$ cat src/rtl/shadowed_glcd_pixel_writer_defines.svh
// assertion macros used by the pixel writer back end
`ifndef SHADOWED_GLCD_PIXEL_WRITER_DEFINES_SVH
`define SHADOWED_GLCD_PIXEL_WRITER_DEFINES_SVH
`ifndef SYNTHESIS
// property checked on every rising clock edge outside reset
`define SGPW_ASSERT(name, prop) \
  name: assert property (@(posedge clk_i) disable iff (!rst_ni) prop) \
    else $error("sgpw assertion failed");
// antecedent implies consequent in the same cycle
`define SGPW_ASSERT_IMP(name, pre, post) \
  `SGPW_ASSERT(name, (pre) |-> (post))
`else
`define SGPW_ASSERT(name, prop)
`define SGPW_ASSERT_IMP(name, pre, post)
`endif
`endif

$ cat src/rtl/sgpw_pkg.sv
// shared types and constants of the shadowed graphic lcd pixel writer
package sgpw_pkg;

  // request modes
  localparam logic [1:0] MODE_DOT   = 2'd0;
  localparam logic [1:0] MODE_BYTE  = 2'd1;
  localparam logic [1:0] MODE_MERGE = 2'd2;

  // bus write kinds
  localparam logic [1:0] KIND_COLUMN = 2'd0;
  localparam logic [1:0] KIND_PAGE   = 2'd1;
  localparam logic [1:0] KIND_DATA   = 2'd2;

  // position cache value for an unknown position
  localparam logic [7:0] UNKNOWN_POS = 8'd255;
  // lowest pixel bit of a page byte
  localparam logic [7:0] DOT_BIT     = 8'h01;

  // stream widths
  localparam int unsigned IN_DATA_W  = 48;
  localparam int unsigned IN_USER_W  = 2;
  localparam int unsigned OUT_DATA_W = 16;
  localparam int unsigned OUT_USER_W = 2;

  // entries of the queue between front and back
  localparam int unsigned QUEUE_DEPTH = 2;

  // one addressed data write waiting for the bus
  typedef struct packed {
    logic [7:0] chip;  // chip number, from 1
    logic [7:0] col;   // column within the chip
    logic [7:0] row;   // pixel row addressed
    logic [7:0] data;  // new display byte
  } wr_req_t;

  // queue status seen by the producer and consumer
  typedef struct packed {
    logic full;
    logic valid;
  } queue_stat_t;

endpackage

$ cat src/rtl/sgpw_queue.sv
// short fifo of pending display writes between front and back
module sgpw_queue
  import sgpw_pkg::*;
(
  input  logic        clk_i,
  input  logic        rst_ni,
  input  logic        push_i,
  input  wr_req_t     push_data_i,
  input  logic        pop_i,
  output wr_req_t     pop_data_o,
  output queue_stat_t stat_o
);

  localparam int unsigned PtrW = (QUEUE_DEPTH > 1) ? $clog2(QUEUE_DEPTH) : 1;
  localparam int unsigned CntW = $clog2(QUEUE_DEPTH + 1);

  wr_req_t         entry_q [QUEUE_DEPTH];
  logic [PtrW-1:0] wptr_q, wptr_d;
  logic [PtrW-1:0] rptr_q, rptr_d;
  logic [CntW-1:0] cnt_q, cnt_d;
  logic            do_push, do_pop;

  assign stat_o.full  = (cnt_q == CntW'(QUEUE_DEPTH));
  assign stat_o.valid = (cnt_q != '0);
  assign do_push      = push_i && !stat_o.full;
  assign do_pop       = pop_i && stat_o.valid;
  assign pop_data_o   = entry_q[rptr_q];

  // pointer and fill count update
  always_comb begin
    wptr_d = wptr_q;
    rptr_d = rptr_q;
    cnt_d  = cnt_q;
    if (do_push) begin
      wptr_d = (wptr_q == PtrW'(QUEUE_DEPTH - 1)) ? '0 : wptr_q + 1'b1;
    end
    if (do_pop) begin
      rptr_d = (rptr_q == PtrW'(QUEUE_DEPTH - 1)) ? '0 : rptr_q + 1'b1;
    end
    if (do_push && !do_pop) begin
      cnt_d = cnt_q + 1'b1;
    end else if (do_pop && !do_push) begin
      cnt_d = cnt_q - 1'b1;
    end
  end

  always_ff @(posedge clk_i or negedge rst_ni) begin
    if (!rst_ni) begin
      wptr_q <= '0;
      rptr_q <= '0;
      cnt_q  <= '0;
    end else begin
      wptr_q <= wptr_d;
      rptr_q <= rptr_d;
      cnt_q  <= cnt_d;
    end
  end

  // entry storage
  always_ff @(posedge clk_i) begin
    if (do_push) begin
      entry_q[wptr_q] <= push_data_i;
    end
  end

endmodule

$ cat config.mk
export PLATFORM = sky130hd
export DESIGN_NAME = sgpw_queue
export DESIGN_NICKNAME = d
export VERILOG_FILES = /design/src/rtl/shadowed_glcd_pixel_writer_defines.svh /design/src/rtl/sgpw_pkg.sv /design/src/rtl/sgpw_queue.sv
export SDC_FILE = /design/constraint.sdc
export NUM_CORES = 1
export LEC_CHECK = 0
export BUFFER_PORTS_ARGS = -buffer_cell sky130_fd_sc_hd__buf_2
export CAP_MARGIN = 20
export CORE_ASPECT_RATIO = 0.9
export CORE_UTILIZATION = 56
export CTS_CLUSTER_SIZE = 24
export DETAILED_ROUTE_END_ITERATION = 12
export GPL_ROUTABILITY_DRIVEN = 0
export PLACE_DENSITY = 0.9
export REMOVE_ABC_BUFFERS = 1
export SYNTH_ARGS = -nofsm -noshare
export SYNTH_HDL_FRONTEND = slang
export SYNTH_SLANG_ARGS = --single-unit
$ cat constraint.sdc
create_clock -name clk_i -period 5.45 [get_ports clk_i]
set_clock_uncertainty 0.15 [all_clocks]
set_input_delay 0.545 -clock clk_i [delete_from_list [all_inputs] [get_ports clk_i]]
set_output_delay 0.545 -clock clk_i [all_outputs]
set_load 0.05 [all_outputs]
=== Word level (Yosys, flattened, before mapping) ===
Memory sizes are Yosys's and may differ from the RTL's.
Index checks and enable logic that the tools add are counted.

* Register bits after elaboration: 4
* Output and inout bits: 34
* Word-level logic and storage cells: 24
* Bits in latches: 0
* Input bits: 36
* Memory bits (read-only): 0
* Memory bits (writable): 64
* Memories kept: 1

* Equality and inequality tests: 1
* $add $sub $neg: 4
* Div/mod/pow operators: 0
* Bitwise gates (word level): 0
* Multipliers: 0
* Shifts and indexed selects: 0
* $lt $le $gt $ge: 0
* Multiplexer cells: 6
* Reductions and logical operators: 9

{| class="wikitable"
|+ Memory list
! name !! depth !! bits a word !! rd ports !! clocked after memory_dff !! wr ports !! line !! text
|-
| entry_q || 2 || 32 || 1 || 0 || 1 || sgpw_queue.sv:17 || <nowiki>wr_req_t entry_q [QUEUE_DEPTH];</nowiki>
|}

{| class="wikitable"
|+ Operators by type and width
! cell !! count
|-
| logical AND 1 bit || 4
|-
| two-way mux 1 bit || 4
|-
| two-way mux 2 bit || 2
|-
| nonzero test 2 bit || 2
|-
| logical NOT 1 bit || 3
|-
| adder 1 bit (second input constant) || 2
|-
| adder 2 x 1 -> 2 bit (second input constant) || 1
|-
| equality test 2 bit (second input constant) || 1
|-
| subtractor 2 x 1 -> 2 bit (second input constant) || 1
|}

=== Depth between registers and ports, before layout ===
* Depth after elaboration: 7
* Mapped depth: 7
* Mapped depth without buffers: 7

=== Least setup slack after synthesis ===
Ideal clock, no wire load.

* Path type: input -> register
* Start point: in push_i
* End point: mem entry_q[0][0] in the netlist's numbering (enable)
* Path buffers: 0
* Data required time: 4.879 ns
* Arrival: 1.988 ns
* Path slack: 2.891 ns
* Stages on the path: 2
* Setup time: 0.421 ns
* Cells stage by stage: nand2_1 > nor2_1

* Longest elaborated chain between the ends: 3

{| class="wikitable"
|+ RTL lines
! item !! line !! text
|-
| from (decl) || sgpw_queue.sv:7 || <nowiki>input logic push_i,</nowiki>
|-
| logical AND 1 bit || sgpw_queue.sv:25 || <nowiki>assign do_push = push_i && !stat_o.full;</nowiki>
|-
| two-way mux 1 bit || sgpw_queue.sv:61 || <nowiki>if (do_push) begin</nowiki>
|-
| two-way mux 1 bit (not written as such) || sgpw_queue.sv:62 || <nowiki>entry_q[wptr_q] <= push_data_i;</nowiki>
|-
| to (decl) || sgpw_queue.sv:17 ||
|}

Every way passes these cells.

==> summary.md <==
| Metric | Value |
|---|---|
| Dpl hpwl | `2710 um` |
| Most frequent cells in the layout | `buf_2, edfxtp_1, mux2_4` |
| Arr. time, crit path | `2010 ps` |
| Via density | `4.91` |
| Worst-case reg-to-reg path depth | `3` |
| Post-DR wirelength/cell | `15.2 um` |
| Nets | `234` |
| Critical Path Stages | `2` |
| Combinational fraction of design power | `0.432` |
| Synthesized cell area | `2660 um2` |
| Reg-to-Reg End | `entry_q[1][10]$_DFFE_PP_` |
| Final hold viol count | `0` |
| CP endpoint | `pop_data_o[15]` |
| Starting Density | `0.589` |
| Worst Setup Path Type | `reg2out` |
| Crit end category | `output pin` |
| Hold WC Path Type | `in2reg` |
| GRT overflow | `0` |
| Max incr delay on CP | `1020 ps` |
| Setup violators final | `0` |
| RR Startpoint | `cnt_q[0]$_DFFE_PN0P_` |
| GRT Util Overall | `0.176` |
| Max VDD drop | `0.501 mV` |
| Leakage power total | `1.31 nW` |
| Synth warnings | `0` |
| Worst path bufs/invs | `1` |
| Via count | `1291` |
| Number of synthesized register bits | `68` |
| Pint | `1.17 mW` |
| Detailed Routing Iterations Pass 1 | `4` |
| Root Buffer | `clkbuf_8` |
| Top delay family on crit path | `flip-flops` |
| CTS tree | `built` |
| Skew-Pair Late Insertion Delay | `330 ps` |
| Minimum clock period | `2710 ps` |
| CP max-delay cell | `dfrtp_2` |
| Final Instance Area | `3190 um2` |
| Layout area overhead | `19.7%` |
| Largest net degree at the start of global routing | `34` |
| Slew margin rel. | `0.328` |
| Number of distinct library cells after synthesis | `16` |
| Reg clk slew, reported paths | `60 ps` |
| Die Width | `74.7 um` |
| Filler cells | `297` |
| Post-DRT Antenna Nets | `0` |
| Worst Tran Pin Value | `1010 ps` |
| Pre-CTS setup slack | `3080 ps` |
| Switching Fraction | `0.414` |
| Clk pwr share | `0.158` |
| Area of placed instances | `3030 um2` |
| Io pins | `70` |
| Cts bufs inserted | `9` |
| Bufs on Longest Clock Path | `2` |
| Fmax | `369 MHz` |
| Commonest non-fill, non-tap cell in the layout | `buf_2` |
| Initial antenna violation count | `0` |
| First-pass GRT wire length | `6020 um` |
| RSZ-0062 raised after global routing | `no` |
| Vias in the first global route | `1350` |
| Final period util | `0.497` |
| CP startpoint | `rptr_q$_DFFE_PN0P_` |
| Post-CTS setup buffer count | `0` |
| Final-report max-slew violation count | `0` |
| Core area | `4520 um2` |
| Sum Neg Setup Slack | `0 ps` |
| Port bufs | `69` |
| Status | `finished, final reports clean` |
| Seq pwr share | `0.411` |
| DRC | `0` |
| PD cells | `627 nW/um2` |
| Worst-path fanout max | `33` |
| Sequential share of the synthesized area | `0.759` |
| Post_cts resized | `0` |
| Reg2reg setup slack | `3430 ps` |
| DIE HEIGHT | `67.4 um` |
| Total design power | `2.00 mW` |
| Max_cap viols | `0` |
| Psw | `0.828 mW` |
| H-tree levels | `3` |
| Crit path cell chain | `mux2_2, buf_2` |
| FP Rows | `23` |
| Cells after synthesis | `119` |
| Die area | `5030 um2` |
| Antenna cells | `0` |
| Starting DRT DRC Count | `66` |
| Final WS setup | `2740 ps` |
| Startpoint types | `flop` |
| DP Cell Count | `247` |
| Avg Cell Area, Syn | `22.4 um2` |
| Final wirelength | `4010 um` |
| Share of cells above drive strength 1 | `0.572` |
| WP data required | `4760 ps` |
| Final cell count without fillers | `263` |
| Clk sinks | `68` |
==> repair_timing <==
item                                    in CTS  in global routing
hold buffers                                 1                  0
endpoints found under the setup margin       0                  0
hold endpoints to repair                     4                  0
==> power groups by stage <==
| stage | Sequential (mW) | Clock (mW) | Combinational [mW] |
|---|---|---|---|
| global route | 0.834 | 0.347 | 0.906 |
| finish | 0.821 | 0.315 | 0.862 |
| CTS | 0.823 | 0.326 | 0.869 |
| detailed placement | 0.834 | 0 | 0.866 |
| floorplan | 0.806 | 0 | 0.721 |
| global placement | 0.821 | 0 | 0.851 |
==> flip-flops by register name (all words and copies together) (netlist names) <==
register	count
cnt_q	2
wptr_q	1
entry_q	64
rptr_q	1
==> cell families after synthesis <==
group,synth area share
adder cells (fa/ha/maj),0.00470
AND/OR/NAND/NOR,0.0136
multiplexers,0.176
flip-flops,0.759
XOR/XNOR,0.0165
buffers and inverters,0.0296
==> metrics by stage <==
step | hold slack, ps | utilization
after floorplan | 99.4 | -
after global routing | 235 | 0.706
final | 252 | 0.706
after CTS | 230 | 0.706
after detailed placement | 205 | 0.671
after global placement | 199 | 0.671
==> final cells by class <==
cell class,instances,area [um2],share of cell area
timing repair buffer,71,363,0.114
sequential,68,2020,0.635
clock buffer,10,128,0.0400
inverter,2,7.51,0.00235
multi-input combinational,45,569,0.179
clock inverter,5,20.0,0.00628
tap,62,77.6,0.0243
==> layer usage <==
metal / share of wire / global-route usage / vias up
li1: - / - / 609
met1: 0.41 / 0.195 / 615
met2: 0.51 / 0.293 / 58
met3: 0.065 / 0.0612 / 9
met4: 0.018 / 0.106 / 0
met5: 0 / 0 / -
==> how the worst min path moves through the flow <==
stage	from	end	slack, ps	depth (start not counted)
after global placement	rst_ni	cnt_q[1]$_DFFE_PN0P_	200	1
after floorplan	rst_ni	cnt_q[0]$_DFFE_PN0P_	100	0
after global routing	push_data_i[6]	entry_q[0][6]$_DFFE_PP_	230	1
after detailed placement	rst_ni	wptr_q$_DFFE_PN0N_	210	1
after CTS	push_data_i[4]	entry_q[0][4]$_DFFE_PP_	230	1
final	push_data_i[4]	entry_q[0][4]$_DFFE_PP_	250	1
==> Yosys cell counts <==
library cell   n  area share
nand2_1        1      0.0014
ha_1           1      0.0047
mux2_4        29        0.16
xnor2_1        3      0.0099
buf_6          1      0.0042
and3_1         1      0.0024
dfrtp_1        4       0.038
mux2_2         3       0.013
nor2_1         2      0.0028
inv_1          2      0.0028
xor2_1         2      0.0066
buf_12         3       0.023
nand2b_1       1      0.0024
or2_1          1      0.0024
nand2_2        1      0.0024
edfxtp_1      64        0.72
Power figures use the tool's default switching activity.
