[config.mk]
export PLATFORM = sky130hd
export DESIGN_NAME = sgpw_back
export DESIGN_NICKNAME = d
export VERILOG_FILES = /design/src/rtl/sgpw_pkg.sv /design/src/rtl/sgpw_back.sv
export VERILOG_INCLUDE_DIRS = /design/src /design/src/rtl
export SDC_FILE = /design/constraint.sdc
export NUM_CORES = 1
export LEC_CHECK = 0
export BUFFER_PORTS_ARGS = -buffer_cell sky130_fd_sc_hd__buf_2
export CORE_ASPECT_RATIO = 0.6
export CORE_MARGIN = 2
export CORE_UTILIZATION = 55
export DETAILED_ROUTE_END_ITERATION = 16
export GPL_TIMING_DRIVEN = 1
export PLACE_DENSITY = 0.84
export SLEW_MARGIN = 20
export SYNTH_ARGS = -nofsm -noshare
export SYNTH_HDL_FRONTEND = slang
export SYNTH_SLANG_ARGS = --single-unit
[constraint.sdc]
create_clock -name clk_i -period 7 [get_ports clk_i]
set_input_delay 1.4 -clock clk_i [delete_from_list [all_inputs] [get_ports clk_i]]
set_output_delay 1.4 -clock clk_i [all_outputs]
set_load 0.01 [all_outputs]
[src/rtl/shadowed_glcd_pixel_writer_defines.svh]
// assertion macros used by the pixel writer back end
`ifndef SHADOWED_GLCD_PIXEL_WRITER_DEFINES_SVH
`define SHADOWED_GLCD_PIXEL_WRITER_DEFINES_SVH
`ifndef SYNTHESIS
// property checked on every rising clock edge outside reset
`define SGPW_ASSERT(name, prop) \
  name: assert property (@(posedge clk_i) disable iff (!rst_ni) prop) \
    else $error("sgpw assertion failed");
// antecedent implies consequent in the same cycle
`define SGPW_ASSERT_IMP(name, pre, post) \
  `SGPW_ASSERT(name, (pre) |-> (post))
`else
`define SGPW_ASSERT(name, prop)
`define SGPW_ASSERT_IMP(name, pre, post)
`endif
`endif

[src/rtl/sgpw_pkg.sv]
// shared types and constants of the shadowed graphic lcd pixel writer
package sgpw_pkg;

  // request modes
  localparam logic [1:0] MODE_DOT   = 2'd0;
  localparam logic [1:0] MODE_BYTE  = 2'd1;
  localparam logic [1:0] MODE_MERGE = 2'd2;

  // bus write kinds
  localparam logic [1:0] KIND_COLUMN = 2'd0;
  localparam logic [1:0] KIND_PAGE   = 2'd1;
  localparam logic [1:0] KIND_DATA   = 2'd2;

  // position cache value for an unknown position
  localparam logic [7:0] UNKNOWN_POS = 8'd255;
  // lowest pixel bit of a page byte
  localparam logic [7:0] DOT_BIT     = 8'h01;

  // stream widths
  localparam int unsigned IN_DATA_W  = 48;
  localparam int unsigned IN_USER_W  = 2;
  localparam int unsigned OUT_DATA_W = 16;
  localparam int unsigned OUT_USER_W = 2;

  // entries of the queue between front and back
  localparam int unsigned QUEUE_DEPTH = 2;

  // one addressed data write waiting for the bus
  typedef struct packed {
    logic [7:0] chip;  // chip number, from 1
    logic [7:0] col;   // column within the chip
    logic [7:0] row;   // pixel row addressed
    logic [7:0] data;  // new display byte
  } wr_req_t;

  // queue status seen by the producer and consumer
  typedef struct packed {
    logic full;
    logic valid;
  } queue_stat_t;

endpackage

[src/rtl/sgpw_back.sv]
// bus write back end: position cache and beat sequencing
`include "shadowed_glcd_pixel_writer_defines.svh"
module sgpw_back
  import sgpw_pkg::*;
(
  input  logic        clk_i,
  input  logic        rst_ni,
  input  queue_stat_t q_stat_i,
  input  wr_req_t     q_data_i,
  output logic        pop_o,
  output logic        m_valid_o,
  input  logic        m_ready_i,
  output logic [1:0]  m_kind_o,
  output logic [1:0]  m_chip_o,
  output logic [7:0]  m_value_o,
  output logic        m_last_o
);

  logic [7:0] col_cache_q, col_cache_d;
  logic [7:0] row_cache_q, row_cache_d;
  logic [7:0] last_chip_q, last_chip_d;

  wr_req_t    req_q;
  logic       pend_col_q, pend_col_d;
  logic       pend_pg_q, pend_pg_d;
  logic       pend_data_q, pend_data_d;

  logic       m_valid_q, m_valid_d;
  logic [1:0] m_kind_q;
  logic [7:0] m_value_q;
  logic [1:0] m_chip_q;
  logic       m_last_q;

  logic       busy, pop, load_beat;
  logic [7:0] cc_eff, rc_eff;
  logic       need_col, need_pg;

  assign busy      = pend_col_q || pend_pg_q || pend_data_q;
  assign pop       = q_stat_i.valid && !busy;
  assign pop_o     = pop;
  assign load_beat = busy && (!m_valid_q || m_ready_i);

  // cached position as seen by this chip
  assign cc_eff   = (last_chip_q != q_data_i.chip) ? UNKNOWN_POS : col_cache_q;
  assign rc_eff   = (last_chip_q != q_data_i.chip) ? UNKNOWN_POS : row_cache_q;
  assign need_col = (cc_eff != q_data_i.col);
  assign need_pg  = (rc_eff[7:3] != q_data_i.row[7:3]);

  // cache and pending beat update
  always_comb begin
    col_cache_d = col_cache_q;
    row_cache_d = row_cache_q;
    last_chip_d = last_chip_q;
    pend_col_d  = pend_col_q;
    pend_pg_d   = pend_pg_q;
    pend_data_d = pend_data_q;
    if (pop) begin
      col_cache_d = q_data_i.col + 8'd1;
      row_cache_d = need_pg ? q_data_i.row : rc_eff;
      last_chip_d = q_data_i.chip;
      pend_col_d  = need_col;
      pend_pg_d   = need_pg;
      pend_data_d = 1'b1;
    end else if (load_beat) begin
      if (pend_col_q) begin
        pend_col_d = 1'b0;
      end else if (pend_pg_q) begin
        pend_pg_d = 1'b0;
      end else begin
        pend_data_d = 1'b0;
      end
    end
  end

  // output register valid
  always_comb begin
    m_valid_d = m_valid_q;
    if (load_beat) begin
      m_valid_d = 1'b1;
    end else if (m_ready_i) begin
      m_valid_d = 1'b0;
    end
  end

  always_ff @(posedge clk_i or negedge rst_ni) begin
    if (!rst_ni) begin
      col_cache_q <= UNKNOWN_POS;
      row_cache_q <= UNKNOWN_POS;
      last_chip_q <= 8'd0;
      pend_col_q  <= 1'b0;
      pend_pg_q   <= 1'b0;
      pend_data_q <= 1'b0;
      m_valid_q   <= 1'b0;
    end else begin
      col_cache_q <= col_cache_d;
      row_cache_q <= row_cache_d;
      last_chip_q <= last_chip_d;
      pend_col_q  <= pend_col_d;
      pend_pg_q   <= pend_pg_d;
      pend_data_q <= pend_data_d;
      m_valid_q   <= m_valid_d;
    end
  end

  // request and beat payload
  always_ff @(posedge clk_i) begin
    if (pop) begin
      req_q <= q_data_i;
    end
    if (load_beat) begin
      m_chip_q <= req_q.chip[1:0];
      if (pend_col_q) begin
        m_kind_q  <= KIND_COLUMN;
        m_value_q <= req_q.col;
        m_last_q  <= 1'b0;
      end else if (pend_pg_q) begin
        m_kind_q  <= KIND_PAGE;
        m_value_q <= {3'b000, req_q.row[7:3]};
        m_last_q  <= 1'b0;
      end else begin
        m_kind_q  <= KIND_DATA;
        m_value_q <= req_q.data;
        m_last_q  <= 1'b1;
      end
    end
  end

  assign m_valid_o = m_valid_q;
  assign m_kind_o  = m_kind_q;
  assign m_chip_o  = m_chip_q;
  assign m_value_o = m_value_q;
  assign m_last_o  = m_last_q;

  // the data beat, and only it, closes a request
  `SGPW_ASSERT_IMP(a_last_is_data, m_valid_q, m_last_q == (m_kind_q == KIND_DATA))
  // address commands are always followed by a data beat
  `SGPW_ASSERT_IMP(a_cmd_has_data, pend_col_q || pend_pg_q, pend_data_q)
  // with no chip addressed yet both positions are unknown
  `SGPW_ASSERT_IMP(a_no_chip_unknown, last_chip_q == 8'd0,
                   col_cache_q == UNKNOWN_POS && row_cache_q == UNKNOWN_POS)
  // a new request is only taken once the previous one has fully issued
  `SGPW_ASSERT_IMP(a_pop_when_idle, pop, !pend_data_q)

endmodule

==> After elaboration in Yosys (flattened, before gate mapping) <==
Cells that the tools add are included.
{ "totals": {"reg_bits": 64, "latchBits": 0, "ram_bits": 0, "romBits": 0, "input_bits": 37, "output_inout_bits": 15, "wordCells": 50, "n_memories": 0} }
{ "op_classes": {"addsub": 1, "multipliers": 0, "div_mod_pow": 0, "n_lt_le_gt_ge": 0, "n_eq_ne": 5, "shift": 0, "n_mux": 18, "n_bitwise": 0, "n_reduce_logical": 11} }
{ "ops": {"columns": ["operator", "n"], "rows": [
  ["2-to-1 mux 8 bit", 5],
  ["!= test 8 bit", 2],
  ["2-to-1 mux 1 bit", 12],
  ["adder 8 x 1 -> 8 bit (second input constant)", 1],
  ["!= test 5 bit", 1],
  ["!= test 2 bit (second input constant)", 2],
  ["nonzero test 2 bit", 2],
  ["logical OR 1 bit", 3],
  ["AND reduction 3 bit", 1],
  ["logical AND 1 bit", 2],
  ["zero test 1 bit", 2],
  ["2-to-1 mux 2 bit", 1],
  ["AND reduction 2 bit", 1]
]} }

==> Longest topological paths before layout <==
{ "logic_depth": {"ltp_word": 6, "ltp_mapped": 7, "mapped_depth_nobuf": 6} }

==> Worst setup path before layout <==
Ideal clock, no wire load.
{ "synth_path": {"kind": "input to output", "from": "input port q_stat_i[0] (netlist name)", "to": "output port pop_o", "arrival_time_ns": 2.552, "required_ns": 5.600, "path_slack_ns": 3.048, "cell_stages": 3, "n_path_buf": 1, "path_cell_list": "nand2_1 > inv_1 > buf_1"} }
{ "synth_via": {"elab_chain_cells": 1} }
{ "synth_rtl": {"columns": ["element", "line", "source"], "rows": [
  ["start: declaration", "sgpw_back.sv:8", "input queue_stat_t q_stat_i,"],
  ["logical AND 1 bit", "sgpw_back.sv:39", "assign pop = q_stat_i.valid && !busy;"],
  ["end: declaration", "sgpw_back.sv:10", "output logic pop_o,"]
]} }
Every way passes these cells.

==> Worst setup path after layout <==
Same ends and word-level chain as after synthesis.

==> summary.md <==
| Metric | Value |
|---|---|
| FP Rows | `19` |
| CTS Root Cell | `clkbuf_8` |
| RD Place Congestion | `0.767` |
| Layout cells sized above 1 | `27.3%` |
| Total CTS buffers | `9` |
| RR Startpoint | `pend_col_q$_DFFE_PN0P_` |
| Post-layout util | `67.7%` |
| CTS tree | `done` |
| Critical R2R Capture | `req_q[19]$_DFFE_PP_` |
| Rel. slew slack | `35.7%` |
| DR iter-0 viols | `169` |
| Setup Buffers After CTS | `0` |
| Starting Density | `57.4%` |
| Place WS | `3.23 ns` |
| Vias per cell | `5.43` |
| Number of global-route vias before repair | `1734` |
| #FFs+latches synth | `60` |
| Post-CTS Hold Fix Bufs | `0` |
| Post-Layout Cell Count | `341` |
| Synth area leaders | `edfxtp_1 (40%), dfstp_2 (13%), dfrtp_1 (11%), nand2_1 (7.8%), xor2_1 (3.0%)` |
| Prevailing post-synth register cell | `edfxtp_1` |
| Crit-path leading delay family | `simple AND/OR/NAND/NOR gates` |
| Residual DRC | `0` |
| Top cell type's share of synthesized area | `39.7%` |
| Peak VDD IR | `343 uV` |
| Pre-Repair DR Iteration Count | `4` |
| Hold Startpoint | `req_q[25]$_DFFE_PP_` |
| Tot Pwr | `1.30 mW` |
| Post-Route WL | `5160 um` |
| Vias | `1850` |
| CTS max path bufs | `2` |
| Fin. Hold Viols | `0` |
| Clock transition at path regs | `0.06 ns` |
| Yosys cell types | `35` |
| CP dominant cell by count | `buf_2` |
| Endpoint, Worst Hold | `m_chip_o[1]$_DFFE_PP_` |
| H-tree Lvls | `3` |
| Seq/Total Area, Yosys | `64.0%` |
| WS Path Type | `input pin to output port` |
| Max-Cap Viols | `0` |
| IO Pins | `52` |
| Area after DPL | `0.00292 mm^2` |
| Resized Gates After CTS | `0` |
| Total GRT Usage | `21.4%` |
| Worst stage delay on the critical path | `0.55 ns` |
| DP HPWL | `3590 um` |
| Final Cycle Share | `53.8%` |
| Die Ht | `57.7 um` |
| GRT overflow | `0` |
| Clock Skew | `0.00838 ns` |
| Worst Path Max Fanout | `23` |
| CP arrival | `2.37 ns` |
| Synth async-reset ratio | `41.7%` |
| Required time of the critical path | `5.60 ns` |
| Pin count of the biggest net entering global routing | `47` |
| Layout filler cell count | `376` |
| CP max stage cell | `nand2_1` |
| N_diodes | `0` |
| Placed cells | `325` |
| Initial antenna violation count | `0` |
| Outcome | `finished, final reports clean` |
| Max-slew violation count | `0` |
| Drt wl/cell | `15.1 um` |
| Die Wd | `93.6 um` |
| Syn_area_per_cell | `11.8 um^2` |
| Post-synth top cells | `nand2_1 (55), edfxtp_1 (35), dfstp_2 (13), o21ai_0 (13), dfrtp_1 (12)` |
| Critical Path End Type | `output port` |
| Die area | `0.00540 mm^2` |
| CTS Sinks | `60` |
| Hold depth | `0` |
| Post-route setup TNS | `0 ns` |
| Number of flops mapped to enable cells by yosys | `35` |
| Core footprint | `0.00461 mm^2` |
| Critical path launch point type | `input pin` |
| Port Buf Inserts | `47` |
| Synth area leader | `edfxtp_1` |
| Leakage power | `1.27 nW` |
| RSZ-0062 raised after global routing | `false` |
| Minimum clock period | `3.77 ns` |
| Fmax | `265 MHz` |
| First-pass GRT wire length | `8470 um` |
| Syn nets | `263` |
| PD cells | `415 mW/mm^2` |
| Mapped Area | `0.00265 mm^2` |
| Hold Path Class | `flip-flop to flip-flop` |
| # setup viols final | `0` |
| Most common cell in the netlist | `nand2_1` |
| Fin area | `0.00312 mm^2` |
| R2r setup slk | `4.48 ns` |
| Setup slack after layout | `3.23 ns` |
| R2R cell count | `4` |
| Gate Count Post-Synth | `225` |
| Worst-Margin Slew | `0.961 ns` |
| Synth-to-layout area growth | `18.0%` |
| Bufs and invs on worst path | `3` |
| Synth warn | `0` |
| Critical-path cell list | `buf_2 -> nand2_1 -> inv_1 -> buf_2` |
| Clk_lat worst skew | `0.34 ns` |
| Hold_ws | `0.421 ns` |
| Post-detailed-route count of antenna-violating nets | `0` |
| Nets | `311` |
## worst max-delay path by stage
| stage | start | to | slack, ns | cells after the start |
|---|---|---|---|---|
| final | q_stat_i[0] | pop_o | 3.23 | 4 |
| after floorplan | q_stat_i[0] | pop_o | 3.05 | 3 |
| after global routing | q_stat_i[0] | pop_o | 3.14 | 4 |
| after detailed placement | q_stat_i[0] | pop_o | 3.23 | 4 |
| after CTS | q_stat_i[0] | pop_o | 3.22 | 4 |
| after global placement | q_stat_i[0] | pop_o | 3.25 | 4 |
## layer usage
| layer | routed length (um) | up-vias | GRT usage, % |
|---|---|---|---|
| li1 | - | 908 | - |
| met1 | 2370 | 860 | 30.4 |
| met2 | 2250 | 74 | 31.6 |
| met3 | 488 | 8 | 7.80 |
| met4 | 53 | 0 | 6.21 |
| met5 | 0 | - | 0 |
## power by group
group	internal (mW)	leakage [nW]	switching, mW
combinational	0.123	0.560	0.208
sequential	0.561	0.613	0.0740
clock	0.199	0.101	0.131
## logic make-up after synthesis
kind of cell / Yosys count / share of synthesized area, %
flip-flops: 60 / 64.0
XOR/XNOR: 17 / 5.63
multiplexers: 5 / 1.89
adder cells (fa/ha/maj): 1 / 0.473
AO/OA/AOI/OAI: 35 / 8.51
buffers and inverters: 16 / 2.70
AND/OR/NAND/NOR: 91 / 16.8
## sequential cells by signal, indices dropped and copies added (netlist names)
signal / flops
pend_data_q: 1
last_chip_q: 8
m_value_o: 8
m_kind_o: 2
m_chip_o: 2
row_cache_q: 5
col_cache_q: 8
pend_pg_q: 1
req_q: 23
pend_col_q: 1
m_valid_o: 1
## cells in the final DEF, fill, tap and decap left out, types with 3 or more instances in the layout
master,Yosys,routed
buf_2,0,47
xnor2_1,8,8
clkbuf_8,0,9
dfstp_2,13,13
nand2_1,55,55
edfxtp_1,35,35
dfrtp_1,12,12
o21ai_0,13,13
nor4_1,3,3
inv_1,5,5
xor2_1,9,9
mux2i_1,5,5
nand3_1,6,6
a22o_1,4,4
o31ai_1,5,5
nor2_1,3,3
or4_1,6,6
and4_1,5,5
a31oi_1,6,6
## worst reg2reg max path, delay by kind of cell, from the launching register on
family | cells | cell delay [ns]
buffers and inverters | 2 | 0.68
DFF | 1 | 0.57
and+or+nand+nor | 2 | 0.89
## area by class of cell
class / count / area [um^2] / area share (%)
Clock buffer: 11 / 131 / 4.21
Clock inverter: 5 / 76.3 / 2.44
Inverter: 5 / 18.8 / 0.601
Multi-Input combinational cell: 149 / 882 / 28.2
Sequential cell: 60 / 1690 / 54.2
Tap cell: 63 / 78.8 / 2.52
Timing Repair Buffer: 48 / 243 / 7.77
(Power assumes the default switching activity.)
